--- src/chm_pkg.sv ---
`timescale 1ns / 1ps
package chm_pkg;

  localparam int BUCKETS    = 256;
  localparam int POOL_NODES = 1024;
  localparam int KEY_BITS   = 64;

  localparam int VAL_W   = 64;
  localparam int COUNT_W = 11;
  localparam int PTR_W   = $clog2(POOL_NODES + 1);
  localparam int NODE_AW = (POOL_NODES > 1) ? $clog2(POOL_NODES) : 1;
  localparam int BKT_AW  = (BUCKETS > 1) ? $clog2(BUCKETS) : 1;

  localparam int IN_TDATA_W  = 136;
  localparam int OUT_TDATA_W = 80;

  // end-of-chain / no-node marker
  localparam logic [PTR_W-1:0] NIL = PTR_W'(POOL_NODES);

  localparam logic [1:0] OP_INSERT = 2'd0;
  localparam logic [1:0] OP_ERASE  = 2'd1;
  localparam logic [1:0] OP_FIND   = 2'd2;
  localparam logic [1:0] OP_CLEAR  = 2'd3;

  typedef struct packed {
    logic [1:0]          op;
    logic [KEY_BITS-1:0] key;
    logic [VAL_W-1:0]    value;
    logic [BKT_AW-1:0]   bucket;
  } chm_req_t;

  typedef struct packed {
    logic               found;
    logic [VAL_W-1:0]   value;
    logic [COUNT_W-1:0] count;
    logic               pool_full;
  } chm_rsp_t;

endpackage

--- src/chm_front.sv ---
`timescale 1ns / 1ps
module chm_front (
  input  logic                               clk,
  input  logic                               rst_n,
  input  logic                               in_tvalid,
  output logic                               in_tready,
  input  logic [chm_pkg::IN_TDATA_W-1:0]     in_tdata,
  output logic                               q_valid,
  input  logic                               q_ready,
  output chm_pkg::chm_req_t                  q_req
);
  import chm_pkg::*;

  chm_req_t          slot_r [2];
  logic [1:0]        cnt_r, cnt_nxt;
  logic              wr_ptr_r, rd_ptr_r;
  chm_req_t          req_in;
  logic [KEY_BITS-1:0] key_m, rem;
  logic              push, pop;

  // take the key and pick its bucket (key modulo BUCKETS) on entry
  always_comb begin
    key_m         = in_tdata[2 +: KEY_BITS];
    rem           = key_m % KEY_BITS'(BUCKETS);
    req_in.op     = in_tdata[1:0];
    req_in.key    = key_m;
    req_in.value  = in_tdata[66 +: VAL_W];
    req_in.bucket = BKT_AW'(rem);
  end

  assign in_tready = (cnt_r != 2'd2);
  assign q_valid   = (cnt_r != 2'd0);
  assign q_req     = slot_r[rd_ptr_r];
  assign push      = in_tvalid && in_tready;
  assign pop       = q_valid && q_ready;

  always_comb begin
    cnt_nxt = cnt_r;
    if (push && !pop) begin
      cnt_nxt = cnt_r + 2'd1;
    end else if (pop && !push) begin
      cnt_nxt = cnt_r - 2'd1;
    end
  end

  always_ff @(posedge clk) begin
    if (push) begin
      slot_r[wr_ptr_r] <= req_in;
    end
    if (!rst_n) begin
      cnt_r    <= 2'd0;
      wr_ptr_r <= 1'b0;
      rd_ptr_r <= 1'b0;
    end else begin
      cnt_r <= cnt_nxt;
      if (push) wr_ptr_r <= ~wr_ptr_r;
      if (pop)  rd_ptr_r <= ~rd_ptr_r;
    end
  end

endmodule

--- config.mk ---
export PLATFORM = sky130hd
export DESIGN_NAME = chm_front
export DESIGN_NICKNAME = d
export VERILOG_FILES = /design/src/chm_pkg.sv /design/src/chm_front.sv
export SDC_FILE = /design/constraint.sdc
export NUM_CORES = 1
export LEC_CHECK = 0
export ABC_CLOCK_PERIOD_IN_PS = 7800
export BUFFER_PORTS_ARGS = -buffer_cell sky130_fd_sc_hd__buf_2
export CORE_MARGIN = 3
export CORE_UTILIZATION = 56
export CTS_CLUSTER_SIZE = 20
export DETAILED_ROUTE_END_ITERATION = 10
export GPL_TIMING_DRIVEN = 0
export PLACE_DENSITY = 0.95
export SLEW_MARGIN = 40
export SYNTH_ARGS = -nofsm -noshare
export SYNTH_HDL_FRONTEND = slang
export SYNTH_SLANG_ARGS = --single-unit
export TNS_END_PERCENT = 10
--- constraint.sdc ---
create_clock -name clk -period 7.8 [get_ports clk]
set_input_delay 0.78 -clock clk [delete_from_list [all_inputs] [get_ports clk]]
set_output_delay 0.78 -clock clk [all_outputs]
set_load 0.02 [all_outputs]
==> reports/results.ini, run 1 <==
[run_status]
outcome=finished, final reports clean

[power]
pwr-share-seq_pct=41.8
p_int_w=0.00312
p_comb_share_pct=27.3
p_switching_w=0.00124
p_leak_nw=4.70
swShare_pct=28.5
powerDensity_nw_per_um2=352
fin_total_pwr_w=0.00437
vdd_drop_max_mv=0.289
clock_power_share_pct=31.0

[global_routing]
grt.total_usage_pct=19.4
antenna_found_initial=5
grt_pass1_wl_mm=27.7
grt_max_degree=70
grt-ovfl-total=0
grt_pass1_vias=5226

[floorplanning]
die_area_um2=19000
io_pins=280
core_um2=16800
initial_core_util_pct=57.9
row_count=47
die_w_um=138
die_y_um=138

[clock_tree]
clock_sinks=265
h-tree-depth=1
clk_latency_ns=0.51
clkTransAtPathRegs_ns=0.06
numCtsBuffers=26
cts_setup_buffers=0
cts_hold_buf=0
cts_resized=0
clock-root-buffer=clkbuf_16
cts_tree=yes
cts_buffer_depth=3

[synthesis]
ys_types=21
ys_warn_count=0
synth_nets=577
netlist_area_um2=9710
avgSynthCellArea_um2=22.3
ys_ff_latch=265
ys_seq_area_share_pct=81.4
syn_inst=436

[timing]
fmax_ghz=0.357
skew_ns=0.00808
setup_viol=0
final_max_slew_viol_count=0
finalSetupTns_ns=0
rsz0062_at_grt=false
worstMarginPinSlew_ns=0.455
finalHoldViolCount=0
whs_ns=0.457
fin_crit_sh_pct=35.9
period_minus_slack_ns=2.80
slew_headroom_pct=69.6

[drt]
drc_errors=0
wl_mm=19.3
vias=5094
antenna_left=0
dr.first_iter.drc_count=241
wl_per_cell_um=19.6
drtPass1Iterations=4
via_per_inst=5.18

[placed_design]
hpwl_mm=12.8
io_buffer_count=273
dpl.cell_count=933
gp_congestion=0.725

[critical_path]
end_kind=output port
cp.required_ns=7.02
crit_type=reg2out
crit_slowest_cell=dfxtp_1
worst_path_largest_cell_delay_ns=0.38
crit_chain=buf_4 > buf_6 > mux2_2 > buf_4 > buf_2
path_buf_inv=4
critPathArrivalTime_ns=2.02
critPathLaunchType=register
cp_top_family=buffers and inverters
timing.critical_path.mode_cell=buf_4
path_max_fanout=10

[flow_run]
max_cap_viol_count=0

[cells_and_area]
area_growth_pct=27.8
fin_cells=983
n_fill_cell=978
layout.nets=882
drive_gt1_share_pct=61.9

[hold_path]
hold_path_class=in2reg

[synth_stat cells (all sizes together)]
library cell  instances  share of area, %
a21bo                 1              0.10
a21boi                2              0.15
and2                  4              0.26
and3                  1             0.064
buf                  22               2.0
dfxtp                 5               1.0
edfxtp              260                80
ha                    1              0.13
inv                   1             0.039
mux2                130                15
nand2b                1              0.14
nand3b                1             0.077
o21ai                 2              0.10
or2                   1             0.064
or3                   1             0.064
xnor2                 2              0.18
xor2                  1             0.090
[power groups by stage]
| stage | sequential [W] | combinational, W | clock [W] |
|---|---|---|---|
| floorplan | 0.00186 | 0.000810 | 0 |
| global placement | 0.00188 | 0.00115 | 0 |
| detailed placement | 0.00185 | 0.00120 | 0 |
| CTS | 0.00183 | 0.00121 | 0.00138 |
| global route | 0.00184 | 0.00127 | 0.00143 |
| finish | 0.00182 | 0.00119 | 0.00135 |
[worst paths after layout]
kind | startpoint | slack, ns | end | cells after the start
max reg2reg | cnt_r[0] | 5.82 | slot_r[0][81] | 4
min reg2reg | cnt_r[1] | 0.57 | cnt_r[1] | 2
max | register | 5.00 | q_req[73] | 5
min | in_tdata[36] | 0.46 | slot_r[0][106] | 1
[flip-flops by register name, summed over array words and instances, names as in the netlist, named ones only]
signal / flops
wr_ptr_r: 1
cnt_r: 2
slot_r: 260
rd_ptr_r: 1
[layout make-up]
type / count / area (um^2) / area share [%]
diodes: 2 / 5.00 / 0.0403
plain buffers: 22 / 195 / 1.57
clock buffers: 36 / 739 / 5.96
clock inverters: 12 / 215 / 1.73
inverters: 1 / 11.3 / 0.0907
multi-input cells: 148 / 1610 / 13.0
flip-flops and latches: 265 / 7910 / 63.7
well taps: 220 / 275 / 2.22
repair buffers: 277 / 1450 / 11.7
[cells in the final DEF (no fill, tap or decap), drive strengths merged]
| master | count |
|---|---|
| edfxtp | 260 |
| xnor2 | 2 |
| nand2b | 1 |
| nand3b | 1 |
| clkinv | 6 |
| or2 | 1 |
| o21ai | 2 |
| and3 | 1 |
| ha | 1 |
| clkbuf | 36 |
| diode | 2 |
| a21boi | 2 |
| dfxtp | 5 |
| buf | 299 |
| mux2 | 130 |
| bufinv | 6 |
| inv | 1 |
| and2 | 4 |
| or3 | 1 |
| a21bo | 1 |
| xor2 | 1 |
[metrics by stage]
stage / util, % / setup slack (ns) / cell area, um^2
2_1_floorplan: - / 3.47 / 9710
3_3_place_gp: 67.7 / 1.97 / 11400
5_1_grt: 74.1 / 4.91 / 12400
4_1_cts: 74.0 / 4.95 / 12400
3_5_place_dp: 68.3 / 5.51 / 11500
6_report: 74.1 / 5.00 / 12400
[worst reg2reg max path, stage by stage, from the launching register on]
cell and delay (ns):
dfxtp_1 0.42, nand2b_4 0.19, nand3b_1 0.20, inv_8 0.39, buf_16 0.35
[kinds of logic (layout without fill, tap and decap cells)]
| group | count (synthesis) | after routing | synth area share [%] |
|---|---|---|---|
| and+or+nand+nor | 9 | 9 | 0.670 |
| xor gates and xnor gates | 3 | 3 | 0.271 |
| muxes | 130 | 130 | 15.1 |
| AOI/OAI and AO/OA | 5 | 5 | 0.361 |
| other | 0 | 2 | 0 |
| adders and majority gates | 1 | 1 | 0.129 |
| DFF | 265 | 265 | 81.4 |
| buffers and inverters | 23 | 348 | 2.05 |
[per-layer routing]
metal / routed length [um] / global-route usage (%) / part of all wire, %
met2: 10100 / 34.5 / 52
met4: 506 / 6.82 / 2.6
met1: 6780 / 21.9 / 35
met5: 34 / 0 / 0.18
met3: 1840 / 6.21 / 9.6
(Power assumes the default switching activity.)
==> inputs of run 2 (changes only) <==
--- a/config.mk
+++ b/config.mk
@@ -5,14 +5,15 @@
 export SDC_FILE = /design/constraint.sdc
 export NUM_CORES = 1
 export LEC_CHECK = 0
-export ABC_CLOCK_PERIOD_IN_PS = 7800
+export ABC_AREA = 1
+export ABC_CLOCK_PERIOD_IN_PS = 2300
 export BUFFER_PORTS_ARGS = -buffer_cell sky130_fd_sc_hd__buf_2
 export CORE_MARGIN = 3
-export CORE_UTILIZATION = 56
+export CORE_UTILIZATION = 47
 export CTS_CLUSTER_SIZE = 20
 export DETAILED_ROUTE_END_ITERATION = 10
 export GPL_TIMING_DRIVEN = 0
-export PLACE_DENSITY = 0.95
+export PLACE_DENSITY = 0.87
 export SLEW_MARGIN = 40
 export SYNTH_ARGS = -nofsm -noshare
 export SYNTH_HDL_FRONTEND = slang
==> constraint.sdc (replaced) <==
create_clock -name clk -period 2.3 [get_ports clk]
set_input_delay 0.23 -clock clk [delete_from_list [all_inputs] [get_ports clk]]
set_output_delay 0.23 -clock clk [all_outputs]
set_load 0.02 [all_outputs]
==> run 2 against run 1 <==
Against the previous run:
- wire length is 18% higher
- via count is 13% higher
- non-clock buffer count is 142 higher
- synthesized cell count is 3.0% higher
- clock skew up 0.0035 ns
- first-iteration DRC count is 2.5% lower
- power increased to 3.4 times the previous value
- register-to-register slack worse by 5.3 ns
- largest cell class unchanged
==> reports/results.ini, run 2 <==
[clock_tree]
numCtsBuffers=26  ; unchanged
h-tree-depth=1  ; unchanged
clkTransAtPathRegs_ns=0.06  ; about the same
clk_latency_ns=0.51  ; about the same
cts_buffer_depth=3  ; unchanged
clock_sinks=265  ; unchanged
clock-root-buffer=clkbuf_16  ; unchanged
cts_tree=yes  ; unchanged

[timing]
finalHoldViolCount=0  ; unchanged
setup_viol=0  ; unchanged
final_max_slew_viol_count=0  ; unchanged
slew_headroom_pct=71.0  ; was 69.6%
skew_ns=0.0115  ; was 0.00808 ns
whs_ns=0.131  ; was 0.457 ns
rsz0062_at_grt=false  ; unchanged
fmax_ghz=0.457
fin_crit_sh_pct=95.0
period_minus_slack_ns=2.19
worstMarginPinSlew_ns=0.433  ; was 0.455 ns

[placed_design]
dpl.cell_count=1001  ; was 933
hpwl_mm=13.8  ; was 12.8 mm
io_buffer_count=273  ; unchanged
placed_area_um2=11800  ; was 11500 um^2
gp_congestion=0.737  ; was 0.725

[cells_and_area]
final_cell_mix=276 x buf_2, 260 x edfxtp_1, 131 x dlygate4sd3_1  ; was 276 x buf_2, 260 x edfxtp_1, 130 x mux2_2
fin_cells=1183  ; was 983
utilization_pct=70.4  ; was 74.1%
reg_top3=slot_r x260, cnt_r x2  ; unchanged
drive_gt1_share_pct=52.9  ; was 61.9%
final_common_cell=buf_2  ; unchanged
regMostFlops=slot_r  ; unchanged
largest_reg_flops=260  ; unchanged
fin_area_um2=14000  ; was 12400 um^2
area_growth_pct=43.9  ; was 27.8%
layout.nets=1037  ; was 882

[critical_path]
end_kind=output port  ; unchanged
path_max_fanout=10  ; unchanged
critPathArrivalTime_ns=1.96  ; was 2.02 ns
r2r_start=cnt_r[0]  ; unchanged
cp.required_ns=2.07  ; was 7.02 ns
worstRegToRegCells=8  ; was 4
r2r_slack_ns=0.50  ; was 5.82 ns
crit_slowest_cell=dfxtp_1  ; unchanged
crit_chain=buf_6 > buf_6 > mux2_2 > buf_4 > buf_2  ; was buf_4 > buf_6 > mux2_2 > buf_4 > buf_2
timing.rr.end=slot_r[1][10]  ; was slot_r[0][81]
worst_path_largest_cell_delay_ns=0.38  ; about the same
crit_type=reg2out  ; unchanged
timing.critical_path.mode_cell=buf_6  ; was buf_4
critPathLaunchType=register  ; unchanged

[drt]
wl_per_cell_um=19.2  ; was 19.6 um
vias=5778  ; was 5094
antenna_left=0  ; unchanged
via_per_inst=4.88  ; was 5.18
drtPass1Iterations=4  ; unchanged
drc_errors=0  ; unchanged
dr.first_iter.drc_count=235  ; was 241
wl_mm=22.7  ; was 19.3 mm

[power]
p_leak_nw=5.36  ; was 4.70 nW
powerDensity_nw_per_um2=1050  ; was 352 nW/um^2
vdd_drop_max_mv=0.853  ; was 0.289 mV

[synthesis]
synthArstFlopShare_pct=0  ; unchanged
ys_ff_latch=265  ; unchanged
synth_top_area_cell=edfxtp_1  ; unchanged
ys_warn_count=0  ; unchanged
synthMostInstantiatedCell=edfxtp_1  ; unchanged
synth_top_area_share_pct=80.4  ; about the same
netlist_area_um2=9710  ; about the same
synth_area_leaders=edfxtp_1 80%, mux2_2 15%, buf_6 1.2%  ; unchanged
ys_types=15  ; was 21
synth_ff_type=edfxtp_1  ; unchanged
synth_common_cells=260 x edfxtp_1, 130 x mux2_2, 10 x buf_6, 9 x buf_4, 9 x nand2_1  ; was 260 x edfxtp_1, 130 x mux2_2, 10 x buf_6, 9 x buf_4, 5 x dfxtp_1
synth-edff-count=260  ; unchanged
synth_nets=590  ; was 577
avgSynthCellArea_um2=21.6  ; was 22.3 um^2
syn_inst=449  ; was 436
ys_seq_area_share_pct=81.5  ; was 81.4%

[floorplanning]
die_y_um=150  ; was 138 um
die_w_um=150  ; was 138 um
die_area_um2=22400  ; was 19000 um^2
io_pins=280  ; unchanged
core_um2=19800  ; was 16800 um^2
row_count=51  ; was 47
initial_core_util_pct=48.9  ; was 57.9%

[run_status]
outcome=finished, final reports clean  ; unchanged

[global_routing]
grt-ovfl-total=0  ; unchanged
grt_max_degree=21  ; was 70
grt_pass1_vias=6378  ; was 5226
grt.total_usage_pct=19.7  ; was 19.4%
grt_pass1_wl_mm=34.1  ; was 27.7 mm
antenna_found_initial=1  ; was 5

[hold_path]
hold_start=q_ready  ; was in_tdata[36]
holdPathStages=4  ; was 1
hold_path_class=in2reg  ; unchanged

[flow_run]
max_cap_viol_count=0  ; unchanged

==> run 2: through the flow <==
stage | total power [W] | setup TNS (ns) | setup WS (ns)
3_5_place_dp | 0.0103 | 0 | 0.130
4_1_cts | 0.0148 | 0 | 0.0598
6_report | 0.0147 | 0 | 0.114
2_1_floorplan | 0.00885 | -156.38 | -0.611
3_3_place_gp | 0.0100 | -391.47 | -1.52
5_1_grt | 0.0153 | 0 | 0.0211
==> run 2: how the worst max path moves through the flow <==
stage / start / end / slack (ns) / cells after the start
after floorplan: cnt_r[0] / slot_r[0][100] / -0.61 / 4
after global placement: cnt_r[0] / slot_r[0][31] / -1.52 / 4
after detailed placement: cnt_r[0] / slot_r[1][33] / 0.13 / 8
after CTS: register / q_req[76] / 0.06 / 5
after global routing: register / q_req[79] / 0.02 / 5
final: register / q_req[77] / 0.11 / 5
==> run 2: area by class of cell <==
type,instances,area [um^2]
antenna,3,7.51
buffer,22,199
clock buffer,38,757
clock inverter,9,121
fill,1173,5880
inverter,8,30.0
multi-input combinational,154,1600
sequential,265,7910
tap,265,332
timing repair buffer,419,3010
==> run 2: timing repair <==
| item | in CTS | in global routing |
|---|---|---|
| resized for setup | 1 | 0 |
| gates cloned | 0 | 0 |
| endpoints found under the hold margin | 265 | 0 |
| setup buffers | 0 | 1 |
| pin swaps | 0 | 1 |
| setup endpoints to repair | 2 | 16 |
| hold buffers | 131 | 0 |
==> run 2: routing by layer <==
| layer | global-route usage (%) | routed length (um) | vias to the layer above |
|---|---|---|---|
| li1 | - | - | 2661 |
| met1 | 21.1 | 7980 | 2848 |
| met2 | 38.0 | 12500 | 214 |
| met3 | 4.66 | 1430 | 55 |
| met4 | 6.45 | 729 | 0 |
| met5 | 0 | 0 | - |
==> run 2: cell families after synthesis <==
| family | after synthesis | share of synthesized area, % |
|---|---|---|
| buffers and inverters | 30 | 2.32 |
| and+or+nand+nor | 19 | 0.773 |
| adders and majority gates | 1 | 0.129 |
| DFF | 265 | 81.5 |
| muxes | 130 | 15.1 |
| AOI/OAI and AO/OA | 4 | 0.232 |
==> run 2: critical path: cells and delay by family (launching register included) <==
| kind | cells | cell delay, ns |
|---|---|---|
| buf+inv | 4 | 0.70 |
| flops | 1 | 0.38 |
| mux | 1 | 0.36 |
==> run 2: report_power, final <==
part | leakage, nW | switching [W] | internal (W)
registers | 2.47 | 0.000180 | 0.00610
clock network | 0.431 | 0.00166 | 0.00261
logic | 2.46 | 0.00238 | 0.00178
total | 5.36 | 0.00423 | 0.0105
==> inputs of run 3 (changes only) <==
--- a/config.mk
+++ b/config.mk
@@ -6,14 +6,14 @@
 export NUM_CORES = 1
 export LEC_CHECK = 0
 export ABC_AREA = 1
-export ABC_CLOCK_PERIOD_IN_PS = 2300
+export ABC_CLOCK_PERIOD_IN_PS = 2690
 export BUFFER_PORTS_ARGS = -buffer_cell sky130_fd_sc_hd__buf_2
 export CORE_MARGIN = 3
-export CORE_UTILIZATION = 47
+export CORE_UTILIZATION = 56
 export CTS_CLUSTER_SIZE = 20
 export DETAILED_ROUTE_END_ITERATION = 10
 export GPL_TIMING_DRIVEN = 0
-export PLACE_DENSITY = 0.87
+export PLACE_DENSITY = 0.95
 export SLEW_MARGIN = 40
 export SYNTH_ARGS = -nofsm -noshare
 export SYNTH_HDL_FRONTEND = slang
==> constraint.sdc (replaced) <==
create_clock -name clk -period 2.69 [get_ports clk]
set_input_delay 0.269 -clock clk [delete_from_list [all_inputs] [get_ports clk]]
set_output_delay 0.269 -clock clk [all_outputs]
set_load 0.02 [all_outputs]
==> run 3 against run 2 <==
Against the previous run:
- cell area fell by 0.81%
- cell count fell by 3.6%
- combinational power fell by 13%
- clock power fell by 19%
- setup slack improved by 0.27 ns
- die area fell by 15%
- first-iteration DRC count rose by 55%
- critical path depth did not move
- via count rose by 3.8%
- non-clock buffer count fell by 1
==> reports/results.ini, run 3 (same netlist as run 2, synthesis figures left out) <==
[critical_path]
cp.required_ns=2.42  ; was 2.07 ns
path_max_fanout=10  ; unchanged
critPathArrivalTime_ns=2.04  ; was 1.96 ns
crit_type=reg2out  ; unchanged
crit_slowest_cell=dfxtp_1  ; unchanged
timing.critical_path.mode_cell=buf_4  ; was buf_6
worst_path_largest_cell_delay_ns=0.38  ; about the same
end_kind=output port  ; unchanged
r2r_start=cnt_r[0]  ; unchanged
crit_chain=buf_4 > buf_6 > mux2_2 > buf_4 > buf_2  ; was buf_6 > buf_6 > mux2_2 > buf_4 > buf_2
critPathLaunchType=register  ; unchanged

[drt]
wl_per_cell_um=21.6  ; was 19.2 um
drc_errors=0  ; unchanged
drtPass1Iterations=5  ; was 4
via_per_inst=5.26  ; was 4.88
dr.first_iter.drc_count=365  ; was 235
antenna_left=0  ; unchanged
vias=6000  ; was 5778
wl_mm=24.6  ; was 22.7 mm

[floorplanning]
die_w_um=138  ; was 150 um
initial_core_util_pct=57.9  ; was 48.9%
die_y_um=138  ; was 150 um
row_count=47  ; was 51
io_pins=280  ; unchanged
die_area_um2=18900  ; was 22400 um^2
core_um2=16800  ; was 19800 um^2

[hold_path]
hold_start=q_ready  ; unchanged
hold_path_class=in2reg  ; unchanged

[cells_and_area]
drive_gt1_share_pct=52.5  ; was 52.9%
reg_top3=slot_r x260, cnt_r x2  ; unchanged
layout.nets=1036  ; was 1037
final_common_cell=buf_2  ; unchanged
area_growth_pct=42.7  ; was 43.9%
regMostFlops=slot_r  ; unchanged
final_cell_mix=276 x buf_2, 260 x edfxtp_1, 131 x dlygate4sd3_1  ; unchanged
largest_reg_flops=260  ; unchanged

[global_routing]
use_met2_pct=46.9  ; was 38.0%
grt_max_degree=22  ; was 21
antenna_found_initial=5  ; was 1
grt_pass1_wl_mm=36.5  ; was 34.1 mm
grt_pass1_vias=6556  ; was 6378
met1_usage_pct=28.9  ; was 21.1%
grt.total_usage_pct=25.6  ; was 19.7%
top_usage_layer=met2  ; unchanged
grt-ovfl-total=0  ; unchanged
use_met3_pct=6.17  ; was 4.66%

[placed_design]
hpwl_mm=14.4  ; was 13.8 mm
io_buffer_count=273  ; unchanged
gp_congestion=0.768  ; was 0.737
pre_cts_slack_ns=0.772  ; was 0.130 ns

[timing]
skew_ns=0.0361  ; was 0.0115 ns
setup_viol=0  ; unchanged
rsz0062_at_grt=false  ; unchanged
final_max_slew_viol_count=0  ; unchanged
period_minus_slack_ns=2.31
fmax_ghz=0.433
setup_slack_ns=0.379  ; was 0.114 ns
worstMarginPinSlew_ns=0.581  ; was 0.433 ns
fin_crit_sh_pct=85.9
slew_headroom_pct=61.2  ; was 71.0%
finalHoldViolCount=0  ; unchanged

[power]
p_comb_share_pct=29.0  ; was 28.3%
p_int_w=0.00876  ; was 0.0105 W
swShare_pct=29.8  ; was 28.7%
pwr-share-seq_pct=43.1  ; was 42.7%
p_leak_nw=5.33  ; was 5.36 nW
fin_total_pwr_w=0.0125  ; was 0.0147 W
powerDensity_nw_per_um2=901  ; was 1050 nW/um^2
p_switching_w=0.00373  ; was 0.00423 W
vdd_drop_max_mv=0.788  ; was 0.853 mV
clock_power_share_pct=27.9  ; was 29.0%

[clock_tree]
numCtsBuffers=26  ; unchanged
cts_buffer_depth=3  ; unchanged
clock_sinks=265  ; unchanged
cts_resized=0  ; was 1
cts_hold_buf=131  ; unchanged
clock-root-buffer=clkbuf_16  ; unchanged
cts_setup_buffers=0  ; unchanged
cts_tree=yes  ; unchanged
clk_latency_ns=0.53  ; was 0.51 ns
h-tree-depth=1  ; unchanged
clkTransAtPathRegs_ns=0.06  ; about the same

[flow_run]
max_cap_viol_count=0  ; unchanged

[run_status]
outcome=finished, final reports clean  ; unchanged

-- run 3: changes by cell type in the layout (fill, tap and decap cells not counted), sizes merged --
cell,delta
buf,-1
diode,+2
clkinv,+7
clkbuf,-5
bufinv,-1
-- run 3: area by class of cell --
type	count	area [um^2]
Tap cell	220	275
Sequential cell	265	7910
Clock inverter	15	116
Fill cell	764	2910
Inverter	8	30.0
Multi-Input combinational cell	154	1600
Timing Repair Buffer	418	3010
Clock buffer	33	698
Antenna cell	5	12.5
Buffer	22	195
-- run 3: power by group through the flow --
stage | clock network (W) | logic, W | registers (W)
finish | 0.00348 | 0.00362 | 0.00539
global route | 0.00369 | 0.00383 | 0.00542
CTS | 0.00349 | 0.00358 | 0.00537
detailed placement | 0 | 0.00340 | 0.00545
global placement | 0 | 0.00308 | 0.00546
floorplan | 0 | 0.00215 | 0.00543
-- run 3: path summary, 6_finish.rpt --
| kind | slack, ns | depth (start not counted) | endpoint |
|---|---|---|---|
| setup / recovery | 0.38 | 5 | q_req[78] |
| hold / removal | 0.16 | 4 | rd_ptr_r |
| setup reg to reg | 0.74 | 7 | slot_r[0][92] |
| hold reg to reg | 0.52 | 2 | rd_ptr_r |
-- run 3: worst max-delay path: cells and delay by family (launching register included) --
kind,cells,cell delay [ns]
DFF,1,0.38
buffers and inverters,4,0.75
muxes,1,0.37
-- run 3: per-layer routing --
| layer | vias up | part of all wire (%) |
|---|---|---|
| li1 | 2665 | - |
| met1 | 2943 | 34 |
| met2 | 321 | 54 |
| met3 | 71 | 7.8 |
| met4 | 0 | 3.6 |
| met5 | - | 0 |
-- run 3: stage by stage --
step | TNS (ns) | instances | util (%) | hold slack, ns | instance area (um^2)
floorplan | -54.98 | 449 | - | 0.368 | 9740
global placement | -292.04 | 942 | 67.9 | 0.456 | 11400
finish | 0 | 1140 | 82.7 | 0.165 | 13900
detailed placement | 0 | 956 | 69.9 | 0.460 | 11700
CTS | 0 | 1135 | 82.6 | 0.154 | 13800
global route | 0 | 1140 | 82.7 | 0.204 | 13900
